===== config.mk =====
export PLATFORM = sky130hd
export DESIGN_NAME = vou_regs
export DESIGN_NICKNAME = d
export VERILOG_FILES = /design/src/rtl/vou_pkg.sv /design/src/rtl/vou_regs.sv
export SDC_FILE = /design/constraint.sdc
export NUM_CORES = 1
export LEC_CHECK = 0
export BUFFER_PORTS_ARGS = -buffer_cell sky130_fd_sc_hd__buf_2
export CORE_MARGIN = 1.5
export CORE_UTILIZATION = 41
export DETAILED_ROUTE_END_ITERATION = 12
export MAX_ROUTING_LAYER = met4
export PLACE_DENSITY = 0.77
export REMOVE_ABC_BUFFERS = 1
export SETUP_SLACK_MARGIN = 0.15
export SYNTH_ARGS = -nofsm -noshare
export SYNTH_HDL_FRONTEND = slang
export SYNTH_SLANG_ARGS = --single-unit

===== constraint.sdc =====
create_clock -name clk -period 1.74 [get_ports clk]
set_input_delay 0.348 -clock clk [delete_from_list [all_inputs] [get_ports clk]]
set_output_delay 0.348 -clock clk [all_outputs]
set_load 0.05 [all_outputs]

===== src/rtl/vou_pkg.sv =====
// ----------------------------------------------------------------------------
// vou_pkg
// Types and constants shared by the voxel occupancy update block.
// ----------------------------------------------------------------------------
package vou_pkg;

  localparam int CFG_ADDR_W = 4;

  localparam logic [1:0] REG_HIT_INC = 2'd0;
  localparam logic [1:0] REG_CEILING = 2'd1;
  localparam logic [1:0] REG_FLOOR   = 2'd2;

  localparam logic [14:0]        HIT_INC_RST = 15'd20;
  localparam logic [14:0]        CEILING_RST = 15'd2000;
  localparam logic signed [15:0] FLOOR_RST   = -16'sd2000;

  localparam logic [15:0] SAT16 = 16'hFFFF;

  typedef struct packed {
    logic               op;
    logic signed [15:0] x_index;
    logic signed [15:0] y_index;
    logic signed [15:0] z_index;
    logic [15:0]        hit_intensity;
  } in_word_t;

  typedef struct packed {
    logic               in_range;
    logic signed [15:0] log_odds;
    logic [15:0]        hit_count;
    logic [15:0]        intensity_sum;
    logic [7:0]         z_low;
    logic [7:0]         z_high;
  } out_word_t;

  typedef struct packed {
    logic signed [15:0] log_odds;
    logic [15:0]        hit_count;
    logic [15:0]        intensity_sum;
    logic [7:0]         z_low;
    logic [7:0]         z_high;
  } rec_t;

  typedef struct packed {
    logic [14:0]        hit_inc;
    logic [14:0]        ceiling;
    logic signed [15:0] floor_val;
  } cfg_t;

  typedef enum logic [3:0] {
    ST_INIT,
    ST_IDLE,
    ST_ADDR,
    ST_INDEX,
    ST_READ,
    ST_MODIFY,
    ST_WRITE,
    ST_CLEAR,
    ST_DONE
  } state_t;

  typedef struct packed {
    logic latch;
    logic calc_yz;
    logic calc_idx;
    logic mem_rd;
    logic modify;
    logic mem_wr;
    logic clr_wr;
    logic emit_rec;
    logic emit_zero;
  } ctrl_cmd_t;

  typedef struct packed {
    logic op_clear;
    logic in_range;
    logic clr_last;
  } dp_status_t;

endpackage


===== src/rtl/vou_regs.sv =====
// ----------------------------------------------------------------------------
// vou_regs
// Configuration registers behind a simple APB-style port.
// ----------------------------------------------------------------------------
module vou_regs (
  input  logic                           clk,
  input  logic                           rst_n,
  input  logic                           psel,
  input  logic                           penable,
  input  logic                           pwrite,
  input  logic [vou_pkg::CFG_ADDR_W-1:0] paddr,
  input  logic [31:0]                    pwdata,
  output logic [31:0]                    prdata,
  output logic                           pready,
  output vou_pkg::cfg_t                  cfg
);
  import vou_pkg::*;

  logic [14:0]        hit_inc_r;
  logic [14:0]        ceiling_r;
  logic signed [15:0] floor_r;
  logic               wr_en;
  logic [1:0]         reg_sel;

  assign pready  = 1'b1;
  assign wr_en   = psel && penable && pwrite && pready;
  assign reg_sel = paddr[3:2];

  always_ff @(posedge clk) begin
    if (!rst_n) begin
      hit_inc_r <= HIT_INC_RST;
      ceiling_r <= CEILING_RST;
      floor_r   <= FLOOR_RST;
    end else if (wr_en) begin
      unique case (reg_sel)
        REG_HIT_INC: hit_inc_r <= pwdata[14:0];
        REG_CEILING: ceiling_r <= pwdata[14:0];
        REG_FLOOR:   floor_r   <= pwdata[15:0];
        default: ;
      endcase
    end
  end

  always_comb begin
    unique case (reg_sel)
      REG_HIT_INC: prdata = {17'd0, hit_inc_r};
      REG_CEILING: prdata = {17'd0, ceiling_r};
      REG_FLOOR:   prdata = {{16{floor_r[15]}}, floor_r};
      default:     prdata = 32'd0;
    endcase
  end

  assign cfg.hit_inc   = hit_inc_r;
  assign cfg.ceiling   = ceiling_r;
  assign cfg.floor_val = floor_r;

endmodule


**Word-level counts from Yosys, hierarchy flattened**

Index checks and enable logic that the tools add are counted.

- Reductions and logical operators: 6
- Equal/unequal tests: 2
- Mux-type cells: 1

Operators with widths:

| cell | number |
|---|---|
| $pmux W32 S3 | 1 |
| $reduce_and A2 Y1 | 3 |
| $eq A2 B1 Y1 const B | 1 |
| $eq A2 B2 Y1 const B | 1 |
| $logic_and A1 B1 Y1 | 2 |
| $logic_not A2 Y1 | 1 |

- Register bits after elaboration: 46
- Word-level logic and storage cells: 12
- Output and inout port bits: 79
- Bits of input ports: 41

**Longest topological paths before layout**

- Depth after elaboration: 3
- Mapped depth: 6
- Mapped depth without buffers: 3

**Worst setup path before layout**

OpenSTA, ideal clock, no wires.

- Path type: register -> output
- Start point: register floor_r[15]
- End point: output port prdata[16]
- Arrival time: 2.245 ns
- Setup slack: -0.853 ns
- Cell stages (with the launch flop): 4
- Cells stage by stage: dfxtp_1 inv_1 nor2_1 buf_4

- Longest elaborated chain between the ends: 1

RTL lines:

| element | line | text |
|---|---|---|
| from (decl) | vou_regs.sv:21 | `logic signed [15:0] floor_r;` |
| from (signal assigned) | vou_regs.sv:38 | `REG_FLOOR: floor_r <= pwdata[15:0];` |
| $pmux W32 S3 | vou_regs.sv:45 | `unique case (reg_sel)` |
| to (decl) | vou_regs.sv:13 | `output logic [31:0] prdata,` |

No other way between the ends.

**Worst setup path in the final report**

- Start point: input port paddr[2] (netlist name)
- End point: output port prdata[5]

- Longest elaborated chain between the ends: 2
- Elaborated cells between the ends (all ways): 4

RTL lines:

| element | line | text |
|---|---|---|
| from (decl) | vou_regs.sv:11 | `input logic [vou_pkg::CFG_ADDR_W-1:0] paddr,` |
| $eq A2 B2 Y1, or another cell as far along | vou_regs.sv:45 |  |
| $pmux W32 S3 * | vou_regs.sv:45 |  |

Mark *: on every way between the ends. The rest lies on a longest branch, timed or not.

==> results.ini <==
[outcome]
status = finished, final reports clean

[final_layout]
layoutNonFillerInstCount = 423
design_area_um2 = 3180
nets = 393
syn2layout_area_growth_pct = 39.9
diodes = 0
fillers = 471
layout-drive-gt1-share_pct = 41.4

[global_route]
grt_pass1_vias = 1903
grt_overflow = 0
grt_max_degree = 24
track_usage_pct = 20.1
antenna_found_initial = 0
grt_first_pass_wirelength_um = 9250

[run]
cap_violations = 0

[clocking]
cts_tree = built
cts_buffers = 5
clockBufferDepth = 2
path_clk_slew_ns = 0.09
cts.sinks = 46
htreeDepth = 2
cts.root.buffer_cell = clkbuf_8
clk_latency_ns = 0.30

[synth]
netlist_area_um2 = 2280
yosysWarnings = 0
synth_area_leaders = dfxtp_1 (40%), mux2i_1 (21%), nand2_1 (10%)
netlist_instances = 260
syn_area_per_cell_um2 = 8.75
yosysTopAreaCellShare_pct = 40.5
synth_edf_count = 0
seq_area_frac_synth_pct = 40.5
synth_cell_types = 24
yosysTopAreaCell = dfxtp_1
synth_commonest_cells = nand2_1 (61), mux2i_1 (47), dfxtp_1 (46)
yosysMostFrequentCell = nand2_1
yosys_most_used_dff = dfxtp_1
ys_ff_latch = 46
synthArstFlopShare_pct = 0

[sta]
fin_skew_ns = 0
min_period_over_period_pct = 90.0
rsz0062_at_grt = yes
fmax_mhz = 639
holdWs_ns = 0.306
setup_viol = 0
min_period_ns = 1.57
report.final.slew_viol_count = 0
hold_viol = 0

[setup_path]
cp_max_fo = 6
cp.arrival_ns = 1.22
critPathSlowestCell = nor2b_4
slowest_delay_ns = 0.26
path_class = in -> out
start_kind = input pin
end_kind = primary output
crit_top_cell = buf_4
required_ns = 1.39
cp_cell_sequence = buf_4 -> nor2b_4 -> buf_6 -> nand2_1 -> o21ai_0 -> buf_4

[placement]
port_buffers = 100
post_dp_cell_area_um2 = 2740
gp_congestion = 0.769
hpwl_um = 4150
placed_cells = 409

[pwr]
peakVddDrop_mv = 0.417
power.density_nw_per_um2 = 723
power_mw = 2.30
leakage_nw = 1.60

[detailed_routing]
vias = 2123
vias_per_cell = 5.02
wirelength_um = 6360
routedWlPerCell_um = 15.0
drt_pass1_iterations = 4
route.detailed.drc = 0
postRouteAntennaNets = 0
drt_iter0_markers = 59

[die]
placement_rows = 26
initial_utilization_pct = 43.5
core_area_um2 = 5240
die_h_um = 77.5
ios = 120
fp.dieW_um = 77.5
dieArea_um2 = 6010

[worst_hold_path]
min_path_type = in -> reg

## registers in the layout (all words and copies together), names as in the netlist
register and cells:
hit_inc_r 15, floor_r 16, ceiling_r 15
## placed cells by master, fill, tap and decap left out, drive strengths merged
| master | synthesis | routed |
|---|---|---|
| conb | 1 | 1 |
| nand2 | 62 | 62 |
| nor3 | 1 | 1 |
| a21oi | 2 | 2 |
| mux2i | 47 | 47 |
| nand3 | 7 | 7 |
| clkbuf | 5 | 6 |
| o21ai | 22 | 22 |
| dfxtp | 46 | 46 |
| nor2b | 3 | 3 |
| inv | 14 | 14 |
| clkinvlp | 0 | 1 |
| nand2b | 3 | 3 |
| buf | 29 | 118 |
| clkinv | 0 | 2 |
| and2 | 1 | 1 |
| o211ai | 13 | 13 |
| and3 | 1 | 1 |
| nor2 | 3 | 3 |
## cell type report
| class | count | area (um^2) | area share (%) |
|---|---|---|---|
| Multi-Input combinational cell | 166 | 1110 | 34.9 |
| Sequential cell | 46 | 921 | 28.9 |
| Timing Repair Buffer | 119 | 920 | 28.9 |
| Tap cell | 70 | 87.6 | 2.75 |
| Clock buffer | 5 | 68.8 | 2.16 |
| Inverter | 14 | 52.6 | 1.65 |
| Clock inverter | 3 | 21.3 | 0.668 |
## kinds of logic after synthesis
family          synth area share [%]
simple gates                    16.2
mux                             20.7
buf+inv                         12.9
flops                           40.5
other cells                    0.165
compound gates                  9.57
## per-layer routing
layer | GRT usage [%] | part of all wire, % | vias up
met3 | 4.24 | 5.3 | 2
li1 | - | - | 1033
met1 | 25.2 | 45 | 1009
met4 | 4.73 | 0.42 | 0
met2 | 33.2 | 50 | 79
met5 | - | 0 | -
## report_power, final
part	switching [mW]	internal [mW]	leakage, nW	total, mW
Clock	0.371	0.283	0.0441	0.654
Sequential	0.0123	1.07	0.372	1.08
Combinational	0.372	0.195	1.18	0.567
Total	0.755	1.55	1.60	2.30
## repair_timing
action,CTS,global route
hold buffers,0,0
setup buffers,0,2
pin swaps,0,1
setup endpoints to repair,32,32
gates cloned,0,4
gates resized for setup,27,87
endpoints found under the hold margin,0,0
## metrics by stage
| step | setup slack, ns | setup TNS, ns | utilization, % |
|---|---|---|---|
| final | 0.174 | 0 | 60.8 |
| after global routing | 0.120 | 0 | 60.8 |
| after CTS | 0.118 | 0 | 55.2 |
| after detailed placement | 0.0672 | 0 | 52.2 |
| after global placement | 0.0812 | 0 | 52.2 |
| after floorplan | -9.68 | -172.61 | - |
## worst paths after layout
path         depth (start not counted)  slack, ns                  startpoint                         end
max                                  6       0.17                    paddr[2]                   prdata[5]
min                                  3       0.31                   pwdata[7]   ceiling_r[7]$_SDFFE_PN1P_
max reg2reg                          3       0.99   hit_inc_r[4]$_SDFFE_PN1P_   hit_inc_r[4]$_SDFFE_PN1P_
min reg2reg                          2       0.48  ceiling_r[13]$_SDFFE_PN0P_  ceiling_r[13]$_SDFFE_PN0P_
## critical path: cells and delay by family
kind,cells,cell delay [ns]
AOI/OAI and AO/OA,1,0.08
buffers and inverters,3,0.49
and+or+nand+nor,2,0.31
Note: power is estimated with default switching activity, not from simulation.
