--- src/rtl/vou_pkg.sv ---
// ----------------------------------------------------------------------------
// vou_pkg
// Types and constants shared by the voxel occupancy update block.
// ----------------------------------------------------------------------------
package vou_pkg;

  localparam int CFG_ADDR_W = 4;

  localparam logic [1:0] REG_HIT_INC = 2'd0;
  localparam logic [1:0] REG_CEILING = 2'd1;
  localparam logic [1:0] REG_FLOOR   = 2'd2;

  localparam logic [14:0]        HIT_INC_RST = 15'd20;
  localparam logic [14:0]        CEILING_RST = 15'd2000;
  localparam logic signed [15:0] FLOOR_RST   = -16'sd2000;

  localparam logic [15:0] SAT16 = 16'hFFFF;

  typedef struct packed {
    logic               op;
    logic signed [15:0] x_index;
    logic signed [15:0] y_index;
    logic signed [15:0] z_index;
    logic [15:0]        hit_intensity;
  } in_word_t;

  typedef struct packed {
    logic               in_range;
    logic signed [15:0] log_odds;
    logic [15:0]        hit_count;
    logic [15:0]        intensity_sum;
    logic [7:0]         z_low;
    logic [7:0]         z_high;
  } out_word_t;

  typedef struct packed {
    logic signed [15:0] log_odds;
    logic [15:0]        hit_count;
    logic [15:0]        intensity_sum;
    logic [7:0]         z_low;
    logic [7:0]         z_high;
  } rec_t;

  typedef struct packed {
    logic [14:0]        hit_inc;
    logic [14:0]        ceiling;
    logic signed [15:0] floor_val;
  } cfg_t;

  typedef enum logic [3:0] {
    ST_INIT,
    ST_IDLE,
    ST_ADDR,
    ST_INDEX,
    ST_READ,
    ST_MODIFY,
    ST_WRITE,
    ST_CLEAR,
    ST_DONE
  } state_t;

  typedef struct packed {
    logic latch;
    logic calc_yz;
    logic calc_idx;
    logic mem_rd;
    logic modify;
    logic mem_wr;
    logic clr_wr;
    logic emit_rec;
    logic emit_zero;
  } ctrl_cmd_t;

  typedef struct packed {
    logic op_clear;
    logic in_range;
    logic clr_last;
  } dp_status_t;

endpackage

--- src/rtl/vou_ctrl.sv ---
// ----------------------------------------------------------------------------
// vou_ctrl
// Sequencer for update, clear and the clearing sweep after reset.
// ----------------------------------------------------------------------------
module vou_ctrl (
  input  logic                clk,
  input  logic                rst_n,
  input  logic                start,
  output logic                busy,
  input  vou_pkg::dp_status_t status,
  output vou_pkg::ctrl_cmd_t  cmd
);
  import vou_pkg::*;

  state_t state_r;
  state_t state_nxt;

  always_ff @(posedge clk) begin
    if (!rst_n) begin
      state_r <= ST_INIT;
    end else begin
      state_r <= state_nxt;
    end
  end

  always_comb begin
    state_nxt = state_r;
    unique case (state_r)
      ST_INIT:   if (status.clr_last) state_nxt = ST_IDLE;
      ST_IDLE:   if (start) state_nxt = ST_ADDR;
      ST_ADDR: begin
        priority if (status.op_clear) state_nxt = ST_CLEAR;
        else if (!status.in_range)    state_nxt = ST_DONE;
        else                          state_nxt = ST_INDEX;
      end
      ST_INDEX:  state_nxt = ST_READ;
      ST_READ:   state_nxt = ST_MODIFY;
      ST_MODIFY: state_nxt = ST_WRITE;
      ST_WRITE:  state_nxt = ST_IDLE;
      ST_CLEAR:  if (status.clr_last) state_nxt = ST_DONE;
      ST_DONE:   state_nxt = ST_IDLE;
      default:   state_nxt = ST_INIT;
    endcase
  end

  always_comb begin
    cmd  = '0;
    busy = 1'b1;
    unique case (state_r)
      ST_INIT:   cmd.clr_wr = 1'b1;
      ST_IDLE: begin
        busy      = 1'b0;
        cmd.latch = start;
      end
      ST_ADDR:   cmd.calc_yz = 1'b1;
      ST_INDEX:  cmd.calc_idx = 1'b1;
      ST_READ:   cmd.mem_rd = 1'b1;
      ST_MODIFY: cmd.modify = 1'b1;
      ST_WRITE: begin
        cmd.mem_wr   = 1'b1;
        cmd.emit_rec = 1'b1;
      end
      ST_CLEAR:  cmd.clr_wr = 1'b1;
      ST_DONE:   cmd.emit_zero = 1'b1;
      default:   cmd = '0;
    endcase
  end

  a_accept_busy: assert property (@(posedge clk) disable iff (!rst_n)
    start && !busy |=> busy)
    else $error("accepted word did not raise busy");

  a_write_after_modify: assert property (@(posedge clk) disable iff (!rst_n)
    cmd.mem_wr |-> $past(cmd.modify))
    else $error("record write without preceding modify");

  a_clear_done: assert property (@(posedge clk) disable iff (!rst_n)
    state_r == ST_CLEAR && status.clr_last |=> cmd.emit_zero)
    else $error("clear sweep end did not report");

endmodule

--- config.mk ---
export PLATFORM = sky130hd
export DESIGN_NAME = vou_ctrl
export DESIGN_NICKNAME = d
export VERILOG_FILES = /design/src/rtl/vou_pkg.sv /design/src/rtl/vou_ctrl.sv
export SDC_FILE = /design/constraint.sdc
export NUM_CORES = 1
export LEC_CHECK = 0
export ABC_CLOCK_PERIOD_IN_PS = 2300
export BUFFER_PORTS_ARGS = -buffer_cell sky130_fd_sc_hd__buf_2
export CORE_AREA = 3 3 40 42
export CTS_CLUSTER_SIZE = 30
export DETAILED_ROUTE_END_ITERATION = 10
export DIE_AREA = 0 0 43 45
export GPL_TIMING_DRIVEN = 0
export SETUP_SLACK_MARGIN = 0.4
export SLEW_MARGIN = 15
export SYNTH_ARGS = -nofsm -noshare
export SYNTH_HDL_FRONTEND = slang
export SYNTH_SLANG_ARGS = --single-unit
export TNS_END_PERCENT = 10
--- constraint.sdc ---
create_clock -name clk -period 2.3 [get_ports clk]
set_clock_uncertainty 0.1 [all_clocks]
set_input_delay 0.115 -clock clk [delete_from_list [all_inputs] [get_ports clk]]
set_output_delay 0.115 -clock clk [all_outputs]
set_load 0.01 [all_outputs]
== Yosys cells after proc, flatten, opt, wreduce, memory -nomap -nowiden ==
Cells that the tools add are included.

* Equality and inequality tests: 11
* Muxes and demuxes: 15
* Reductions and logical operators: 4

{| class="wikitable"
|+ Operators with widths
! cell !! count
|-
| 4-bit one-hot mux with 8 select lines || 1
|-
| 4-bit 2-to-1 mux || 5
|-
| 4-bit by 3-bit equality test with 1-bit output (second input constant) || 4
|-
| 1-bit 2-to-1 mux || 9
|-
| 4-bit by 2-bit equality test with 1-bit output (second input constant) || 2
|-
| 2-bit inequality test (second input constant) || 3
|-
| 4-bit by 1-bit equality test with 1-bit output (second input constant) || 1
|-
| 4-bit equality test (second input constant) || 1
|-
| 4-bit zero test || 1
|-
| 2-bit OR reduction || 2
|-
| 3-bit AND reduction || 1
|}

* Flip-flop bits (word level): 4
* Output and inout bits: 10

== Logic depth before layout (Yosys ltp) ==
Gate-level depths: netlist of the first run.

* Depth in word-level cells: 3
* Depth in mapped cells: 4

== Least setup slack after synthesis of the first run ==
Ideal clock, no wire load.

* Path type: reg-to-output
* Start point: register state_r[2]
* End point: output cmd[3] (netlist bit)
* Arrival: 1.134 ns
* Required time: 2.085 ns
* Setup slack: 0.951 ns
* Cell stages (with the launch flop): 5
* Cells stage by stage: dfxtp_1 -> buf_2 -> nand2_1 -> nor3_1 -> buf_4

{| class="wikitable"
|+ RTL lines
! what !! line !! RTL
|-
| start: declaration || vou_ctrl.sv:15 || <nowiki>state_t state_r;</nowiki>
|-
| start signal: assignment || vou_ctrl.sv:22 || <nowiki>state_r <= state_nxt;</nowiki>
|-
| end: declaration || vou_ctrl.sv:11 || <nowiki>output vou_pkg::ctrl_cmd_t cmd</nowiki>
|}

==> results of run 1 <==
[how the worst max path moves through the flow]
stage / from / to / slack (ps) / depth (start not counted)
floorplan: state_r[2]$_SDFFE_PN0P_ / cmd[3] / 950 / 4
global placement: state_r[2]$_SDFFE_PN0P_ / cmd[3] / 960 / 5
detailed placement: state_r[2]$_SDFFE_PN0P_ / cmd[3] / 960 / 5
CTS: state_r[2]$_SDFFE_PN0P_ / cmd[3] / 710 / 5
global route: state_r[2]$_SDFFE_PN0P_ / cmd[3] / 570 / 5
finish: state_r[2]$_SDFFE_PN0P_ / cmd[3] / 710 / 5
[final cells by class]
class | instances | share of cell area (%)
inverter | 1 | 0.831
multi-input combinational | 37 | 48.2
clock buffer | 3 | 4.99
buffer | 5 | 7.48
timing repair buffer | 15 | 16.6
tap | 15 | 4.16
sequential | 4 | 17.7
[kinds of logic (layout without fill, tap and decap cells)]
kind of cell	Yosys count	after routing	share of synthesized area (%)
AO/OA/AOI/OAI	10	10	20.9
AND/OR/NAND/NOR	27	27	44.0
flip-flops	4	4	23.9
buffers and inverters	6	24	11.2
[metrics by stage]
stage               setup slack (ps)  cells
floorplan                        951     47
global placement                 958     77
detailed placement               958     77
CTS                              708     80
global route                     573     80
finish                           712     80
[per-layer routing]
metal,wire (µm),vias up,global-route usage (%)
met3,76,2,6.77
met4,8,0,2.41
met1,460,172,12.2
li1,-,206,-
met2,371,18,14.4
met5,0,-,0
[synthesized netlist by cell type, drive strengths merged]
master and n:
nor2 4, nand2 3, nor4b 1, and3 1
o21bai 1, nand3 1, nor4 2, a21o 1
a32o 1, nor3 5, buf 5, a311oi 1
o21ai 2, or3 3, inv 1, o22ai 1
nand2b 5, nor3b 1, nor2b 1, a31oi 1
dfxtp 4, a21oi 2
[report_power, final]
group / total (mW) / internal (mW) / switching, mW
clock network: 0.0847 / 0.0582 / 0.0265
logic: 0.100 / 0.0437 / 0.0563
registers: 0.0843 / 0.0764 / 0.00786
==> flow_summary.yaml, run 1 <==
outcome:
  status: "finished, final reports clean"
hold_path:
  worstHoldStart: "rst_n"
  min_path_cells: 2
  hold_path.class: "in -> reg"
  hold_end: "state_r[0]$_SDFFE_PN0P_"
layout:
  drive_gt1_share_pct: 36.9
  n_antenna_cell: 0
  regMostFlops: "state_r"
  final_cell_mix: "buf_2, nand2b_1, nor3_1, nor2_1, dfxtp_1"
  fin_area_um2: 452
  syn_to_final_growth_pct: 34.7
  nets: 73
  final_common_cell: "buf_2"
  fillCellCount: 146
  finalCoreUtilization_pct: 35.2
  regArea_um2: 80.1
  reg_top3: "state_r: 4 flops"
  multi_input_area_um2: 218
  largest_reg_flops: 4
die:
  die_y_um: 45
  die-area_um2: 1940
  initial_utilization_pct: 26.1
  die_w_um: 43
  io_pins: 16
  placementRows: 13
  core_area_um2: 1280
timing:
  setup_violations: 0
  period_share_pct: 69.1
  fmax_mhz: 630
  tns_ps: 0
  slew_violations: 0
  finalWorstPathRequiredPeriod_ps: 1590
  rsz0062_at_grt: "false"
  hold_viol: 0
  whs_ps: 79.8
  tightest_slew_ps: 243
  slew_headroom_pct: 83.7
yosys:
  yosysSeqAreaShare_pct: 23.9
  yosys-top-cells-area: "dfxtp_1, nand2b_1, nor3_1"
  synthCells: 47
  synth_seq_cells: 4
  yosysTopAreaCell: "dfxtp_1"
  synth.distinct_cells: 26
  synth_area_um2: 335
  yosys_warnings: 0
  synth_nets: 53
  synth_top_area_share_pct: 23.9
  avgSynthCellArea_um2: 7.13
route:
  dr.pass1.iters: 4
  num_vias: 398
  wl_per_cell_um: 11.5
  drt_iter0_drc: 6
  ant_nets: 0
  drt-total-wl_um: 916
  viasPerCell: 4.98
  drcViolationCount: 0
global_route:
  grt_pass1_wl_um: 1440
  grt_antenna_before_repair: 0
  grt_use_total_pct: 9.98
  grt_pass1_vias: 340
  grt_max_degree: 11
  grt-ovfl-total: 0
critical_path:
  crit_path_cell_trace: "buf_2, nand2_1, nor3_1, buf_4, buf_2"
  rr_startpoint: "state_r[2]$_SDFFE_PN0P_"
  critPathCaptureType: "output port"
  ff2ff_setup_slack_ps: 1020
  slowest_delay_ps: 400
  worstPathMaxFanout: 10
  critPathTopFamily: "buffers and inverters"
  worstPathRequired_ps: 2090
  critPathSlowestCell: "dfxtp_1"
  timing.rr.end: "state_r[0]$_SDFFE_PN0P_"
  arrival_ps: 1370
  r2r_cells: 4
  cp-start-kind: "flip-flop"
  critPathBufInv: 3
  path_class: "reg -> out"
  crit_top_cell: "buf_2"
cts:
  htreeDepth: 1
  cts_setup_buffers: 0
  ctsResizeCount: 0
  cts-root-buf: "clkbuf_4"
  cts_tree: "built"
  clock_path_buffers: 2
  clkTransAtPathRegs_ps: 40
  clock_latency_ps: 230
  numCtsBuffers: 3
  hold_buffers: 0
  cts.sink_count: 4
power_and_ir_drop:
  power.leakage_nw: 0.208
  p_total_mw: 0.269
  p_per_area_nw_per_um2: 595
  ir_worst_vdd_mv: 0.278
placement:
  place_area_um2: 429
  dp_hpwl_um: 688
  io_buffers: 15
  gp_congestion: 0.821
run:
  drv_cap: 0
No activity file was read; power rests on OpenSTA's default activity.
==> inputs of run 2 (changes only) <==
Settings changed: ABC_AREA from default to 1, ABC_CLOCK_PERIOD_IN_PS 2300 to 1500.
Clock period 2.3 ns to 1.5 ns, I/O delays scaled along.
==> run 2 against run 1 <==
Compared with the run above:
- setup slack got worse by 550 ps
- wire length is 8.2% lower
- die area unchanged
- synthesized cell count up 30%
- non-clock buffer count decreased by 2
- first-iteration DRC count shrank 33%
- critical path type unchanged
- combinational power rose to 4.1 times the previous value
- flip-flop and latch count unchanged
- global-route usage decreased by 0.23 points
- register-to-register slack got worse by 720 ps
==> flow_summary.yaml, run 2 <==
outcome:
  status: "finished, final reports clean"
critical_path:
  arrival_ps: 1160
  crit_top_cell: "inv_2"
  path_class: "reg -> out"
  crit_path_cell_trace: "inv_2, nor2_4, inv_2, nor3_4, buf_4, buf_6"
  worstPathMaxFanout: 3
  cp-start-kind: "flip-flop"
  critPathSlowestCell: "dfxtp_4"
  critPathCaptureType: "output port"
  worstPathRequired_ps: 1320
  critPathBufInv: 4
  slowest_delay_ps: 360
  critPathTopFamily: "flip-flops"
run:
  drv_cap: 0
cts:
  clock_latency_ps: 230
  htreeDepth: 1
  cts-root-buf: "clkbuf_4"
  cts_tree: "built"
  clock_path_buffers: 2
  clkTransAtPathRegs_ps: 40
  numCtsBuffers: 3
  cts.sink_count: 4
layout:
  drive_gt1_share_pct: 48.1
  reg_top3: "state_r: 4 flops"
  n_antenna_cell: 0
  final_cell_mix: "nand2_1, buf_2, inv_1, inv_2, nand3_1"
  fin_cells: 96
  regMostFlops: "state_r"
  largest_reg_flops: 4
  nets: 89
  finalCoreUtilization_pct: 40.7
  final_common_cell: "nand2_1"
  multi_input_area_um2: 233
  fillCellCount: 140
  syn_to_final_growth_pct: 48.2
  regArea_um2: 86.3
route:
  num_vias: 426
  wl_per_cell_um: 8.76
  ant_nets: 0
  viasPerCell: 4.44
  drt_iter0_drc: 4
  drcViolationCount: 0
  dr.pass1.iters: 4
  drt-total-wl_um: 841
yosys:
  ys.flop_type: "dfxtp_1"
  synth_area_um2: 353
  synth_top_area_share_pct: 22.7
  avgSynthCellArea_um2: 5.78
  synth_seq_cells: 4
  synth.distinct_cells: 14
  synth_edf_count: 0
  synth_nets: 67
  synthCells: 61
  async_flop_share_pct: 0
  yosys-top-cells-area: "dfxtp_1, nand2_1, inv_1"
  ys_top_cells_by_count: "nand2_1, inv_1, inv_2, nand3_1, nor2_1"
  yosysSeqAreaShare_pct: 22.7
  yosys_warnings: 0
  yosysTopAreaCell: "dfxtp_1"
  synth_most_common_cell: "nand2_1"
timing:
  setup_violations: 0
  rsz0062_at_grt: "true"
  period_share_pct: 89.1
  tightest_slew_ps: 217
  tns_ps: 0
  slew_violations: 0
  hold_viol: 0
  slew_headroom_pct: 85.5
  finalWorstPathRequiredPeriod_ps: 1340
  fmax_mhz: 749
  whs_ps: 71.7
power_and_ir_drop:
  p_total_mw: 0.727
  p_per_area_nw_per_um2: 1390
  power.leakage_nw: 0.302
  ir_worst_vdd_mv: 0.593
die:
  core_area_um2: 1280
  die_y_um: 45
  die_w_um: 43
  placementRows: 13
  initial_utilization_pct: 27.5
  io_pins: 16
  die-area_um2: 1940
placement:
  place_inst: 91
  gp_congestion: 0.763
  io_buffers: 15
  dp_hpwl_um: 716
global_route:
  grt-ovfl-total: 0
  grt_use_total_pct: 9.74
  grt_pass1_vias: 380
  grt_max_degree: 8
  grt_pass1_wl_um: 1440
  grt_antenna_before_repair: 0
hold_path:
  hold_path.class: "in -> reg"
[run 2: changes by cell type in the layout (fill, tap and decap cells not counted), moves of 3 or more]
cell,delta
buf_2,-4
nand3_2,+3
nor2_4,+3
nor3_1,-4
nand3_1,+5
nand2b_1,-5
nand2_1,+13
or3_1,-3
inv_1,+7
inv_2,+7
dfxtp_1,-3
[run 2: cell type report]
cell class,count,area share [%]
multi-input cells,41,44.5
clock buffers,3,4.31
well taps,15,3.59
flip-flops and latches,4,16.5
plain buffers,1,1.44
repair buffers,17,18.9
inverters,15,10.8
[run 2: path summary, 6_finish.rpt]
path / cells past startpoint / slack (ps) / start / to
min: 5 / 70 / status[2] / state_r[2]$_SDFFE_PN0P_
max reg2reg: 7 / 300 / state_r[2]$_SDFFE_PN0P_ / state_r[0]$_SDFFE_PN0P_
max: 6 / 160 / state_r[2]$_SDFFE_PN0P_ / cmd[3]
min reg2reg: 2 / 450 / state_r[0]$_SDFFE_PN0P_ / state_r[0]$_SDFFE_PN0P_
[run 2: routing by layer]
layer  up-vias  part of all wire [%]  global-route usage [%]
met5         -                     0                       0
met4         0                     0                    3.61
met3         0                   4.3                    3.59
met2         9                    52                    17.4
met1       190                    44                    10.6
li1        227                     -                       -
[run 2: logic make-up after synthesis]
group	synth area share, %
AOI/OAI and AO/OA	5.67
buffers and inverters	18.1
DFF	22.7
and+or+nand+nor	53.5
[run 2: power breakdown]
group / internal, mW / leakage (nW) / switching (mW)
Combinational: 0.160 / 0.254 / 0.247
Clock: 0.0892 / 0.0138 / 0.0399
Sequential: 0.138 / 0.0341 / 0.0515
Total: 0.388 / 0.302 / 0.339
[run 2: worst reg2reg max path: cells and delay by family, from the launching register on]
family | cells | cell delay [ps]
AOI/OAI and AO/OA | 1 | 140
buffers and inverters | 2 | 180
DFF | 1 | 360
and+or+nand+nor | 4 | 350
[run 2: stage by stage]
step / area, µm² / setup slack (ps)
6_report: 523 / 164
5_1_grt: 523 / 63.5
4_1_cts: 523 / 149
3_3_place_gp: 469 / 292
3_5_place_dp: 469 / 280
2_1_floorplan: 375 / 385
[run 2: what timing repair did]
| item | 4_1_cts | 5_1_grt |
|---|---|---|
| setup buffers | 1 | 0 |
| hold endpoints to repair | 1 | 0 |
| hold buffers | 1 | 0 |
| setup endpoints to repair | 14 | 14 |
| resized for setup | 4 | 0 |
| pin swaps | 1 | 0 |
==> inputs of run 3 (changes only) <==
Settings changed: CELL_PAD_IN_SITES_DETAIL_PLACEMENT from default to 1, CELL_PAD_IN_SITES_GLOBAL_PLACEMENT from default to 2, CORE_AREA 3 3 40 42 to default, CORE_MARGIN from default to 3, CORE_UTILIZATION from default to 20, DIE_AREA 0 0 43 45 to default, PLACE_DENSITY_LB_ADDON from default to 0.1, SLEW_MARGIN 15 to 20.
==> run 3 against run 2 <==
Compared with the run above:
- setup slack improved by 13 ps
- cell count grew 1.0%
- global-route usage fell by 0.16 points
- wire length is 15% higher
- first-iteration DRC count shrank 75%
- final area grew 2.6%
- die area grew 19%
==> flow_summary.yaml, run 3 (same netlist as run 2, synthesis figures left out) <==
timing:
  hold_viol: 0
  tns_ps: 0
  slew_violations: 0
  slew_headroom_pct: 87.6
  finalWorstPathRequiredPeriod_ps: 1320
  setup_violations: 0
  fmax_mhz: 756
  rsz0062_at_grt: "true"
  period_share_pct: 88.2
  tightest_slew_ps: 185
placement:
  gp_congestion: 0.687
  dp_hpwl_um: 798
  io_buffers: 15
hold_path:
  min_path_cells: 5
  worstHoldStart: "status[2]"
  hold_end: "state_r[2]$_SDFFE_PN0P_"
  hold_path.class: "in -> reg"
cts:
  htreeDepth: 1
  cts-root-buf: "clkbuf_4"
  cts_tree: "built"
  numCtsBuffers: 3
  clock_latency_ps: 230
  clock_path_buffers: 2
  cts.sink_count: 4
  clkTransAtPathRegs_ps: 40
route:
  num_vias: 428
  ant_nets: 0
  dr.pass1.iters: 2
  drt-total-wl_um: 968
  drcViolationCount: 0
  wl_per_cell_um: 9.98
  drt_iter0_drc: 1
  viasPerCell: 4.41
power_and_ir_drop:
  ir_worst_vdd_mv: 0.489
  comb_power_share_pct: 56.7
  pwr-share-seq_pct: 25.9
  cell_internal_pwr_mw: 0.416
  p_per_area_nw_per_um2: 1450
  power.leakage_nw: 0.306
  p_sw_mw: 0.361
  switching_share_pct: 46.5
  p_total_mw: 0.777
  pwr-share-clk_pct: 17.5
layout:
  multi_input_area_um2: 235
  final_common_cell: "nand2_1"
  fillCellCount: 209
  final_cell_mix: "nand2_1, buf_2, inv_1, inv_2, nand3_1"
  regArea_um2: 90.1
  reg_top3: "state_r: 4 flops"
  nets: 89
  syn_to_final_growth_pct: 52.1
  n_antenna_cell: 0
  drive_gt1_share_pct: 50.6
  regMostFlops: "state_r"
  finalCoreUtilization_pct: 34.0
  largest_reg_flops: 4
global_route:
  grt_use_total_pct: 9.58
  grt_antenna_before_repair: 0
  grt_pass1_wl_um: 1510
  grt_max_degree: 8
  grt-ovfl-total: 0
  grt_pass1_vias: 384
die:
  die_w_um: 48
  io_pins: 16
  core_area_um2: 1580
  die-area_um2: 2300
  placementRows: 14
  die_y_um: 48
  initial_utilization_pct: 22.4
critical_path:
  timing.rr.end: "state_r[0]$_SDFFE_PN0P_"
  cp-start-kind: "flip-flop"
  rr_startpoint: "state_r[2]$_SDFFE_PN0P_"
  path_class: "reg -> out"
  critPathSlowestCell: "dfxtp_4"
  ff2ff_setup_slack_ps: 240
  slowest_delay_ps: 360
  arrival_ps: 1150
  critPathCaptureType: "output port"
  worstPathRequired_ps: 1320
  crit_top_cell: "inv_2"
  worstPathMaxFanout: 3
  r2r_cells: 8
  crit_path_cell_trace: "inv_2, nor2_4, inv_2, nor3_4, buf_4, buf_6"
run:
  drv_cap: 0
outcome:
  status: "finished, final reports clean"
==> run 3: worst max-delay path by stage <==
stage,from,end,slack [ps]
floorplan,state_r[2]$_SDFFE_PN0P_,cmd[3],380
global placement,state_r[2]$_SDFFE_PN0P_,state_r[0]$_SDFFE_PN0P_,260
detailed placement,state_r[2]$_SDFFE_PN0P_,cmd[3],270
CTS,state_r[2]$_SDFFE_PN0P_,cmd[3],120
global route,state_r[2]$_SDFFE_PN0P_,cmd[3],120
finish,state_r[2]$_SDFFE_PN0P_,cmd[3],180
==> run 3: final cells by class <==
cell class	instances	area share, %
Multi-Input combinational cell	41	43.8
Timing Repair Buffer	17	19.6
Sequential cell	4	16.8
Inverter	15	10.5
Clock buffer	3	4.20
Tap cell	16	3.73
Buffer	1	1.40
==> run 3: power by group through the flow <==
stage / combinational (mW) / sequential (mW) / clock (mW)
2_1_floorplan: 0.295 / 0.179 / 0
3_3_place_gp: 0.402 / 0.193 / 0
3_5_place_dp: 0.402 / 0.193 / 0
4_1_cts: 0.409 / 0.192 / 0.140
5_1_grt: 0.503 / 0.208 / 0.144
6_report: 0.440 / 0.201 / 0.136
==> run 3: timing repair <==
item                                   4_1_cts  5_1_grt
gates resized for setup                      3        5
endpoints found under the hold margin        1        0
buffers inserted                             0        1
pin swaps                                    0        1
hold buffers                                 1        0
cloned                                       0        0
setup endpoints to repair                   14       14
==> run 3: routing by layer <==
| layer | part of all wire (%) | global-route usage [%] |
|---|---|---|
| met3 | 4.8 | 1.13 |
| met4 | 0 | 6.45 |
| met2 | 49 | 15.6 |
| met1 | 46 | 11.6 |
| met5 | 0 | 0 |
==> run 3: stage by stage <==
step,instance area [µm²],hold slack [ps],worst slack [ps],instances
6_report,537,64.2,177,97
2_1_floorplan,375,72.6,385,61
3_3_place_gp,470,190,257,92
3_5_place_dp,470,192,272,92
4_1_cts,510,68.1,117,96
5_1_grt,537,102,116,97
==> run 3: critical path: cells and delay by family (launching register included) <==
family	cells	cell delay, ps
flip-flops	1	360
buffers and inverters	4	330
AND/OR/NAND/NOR	2	230
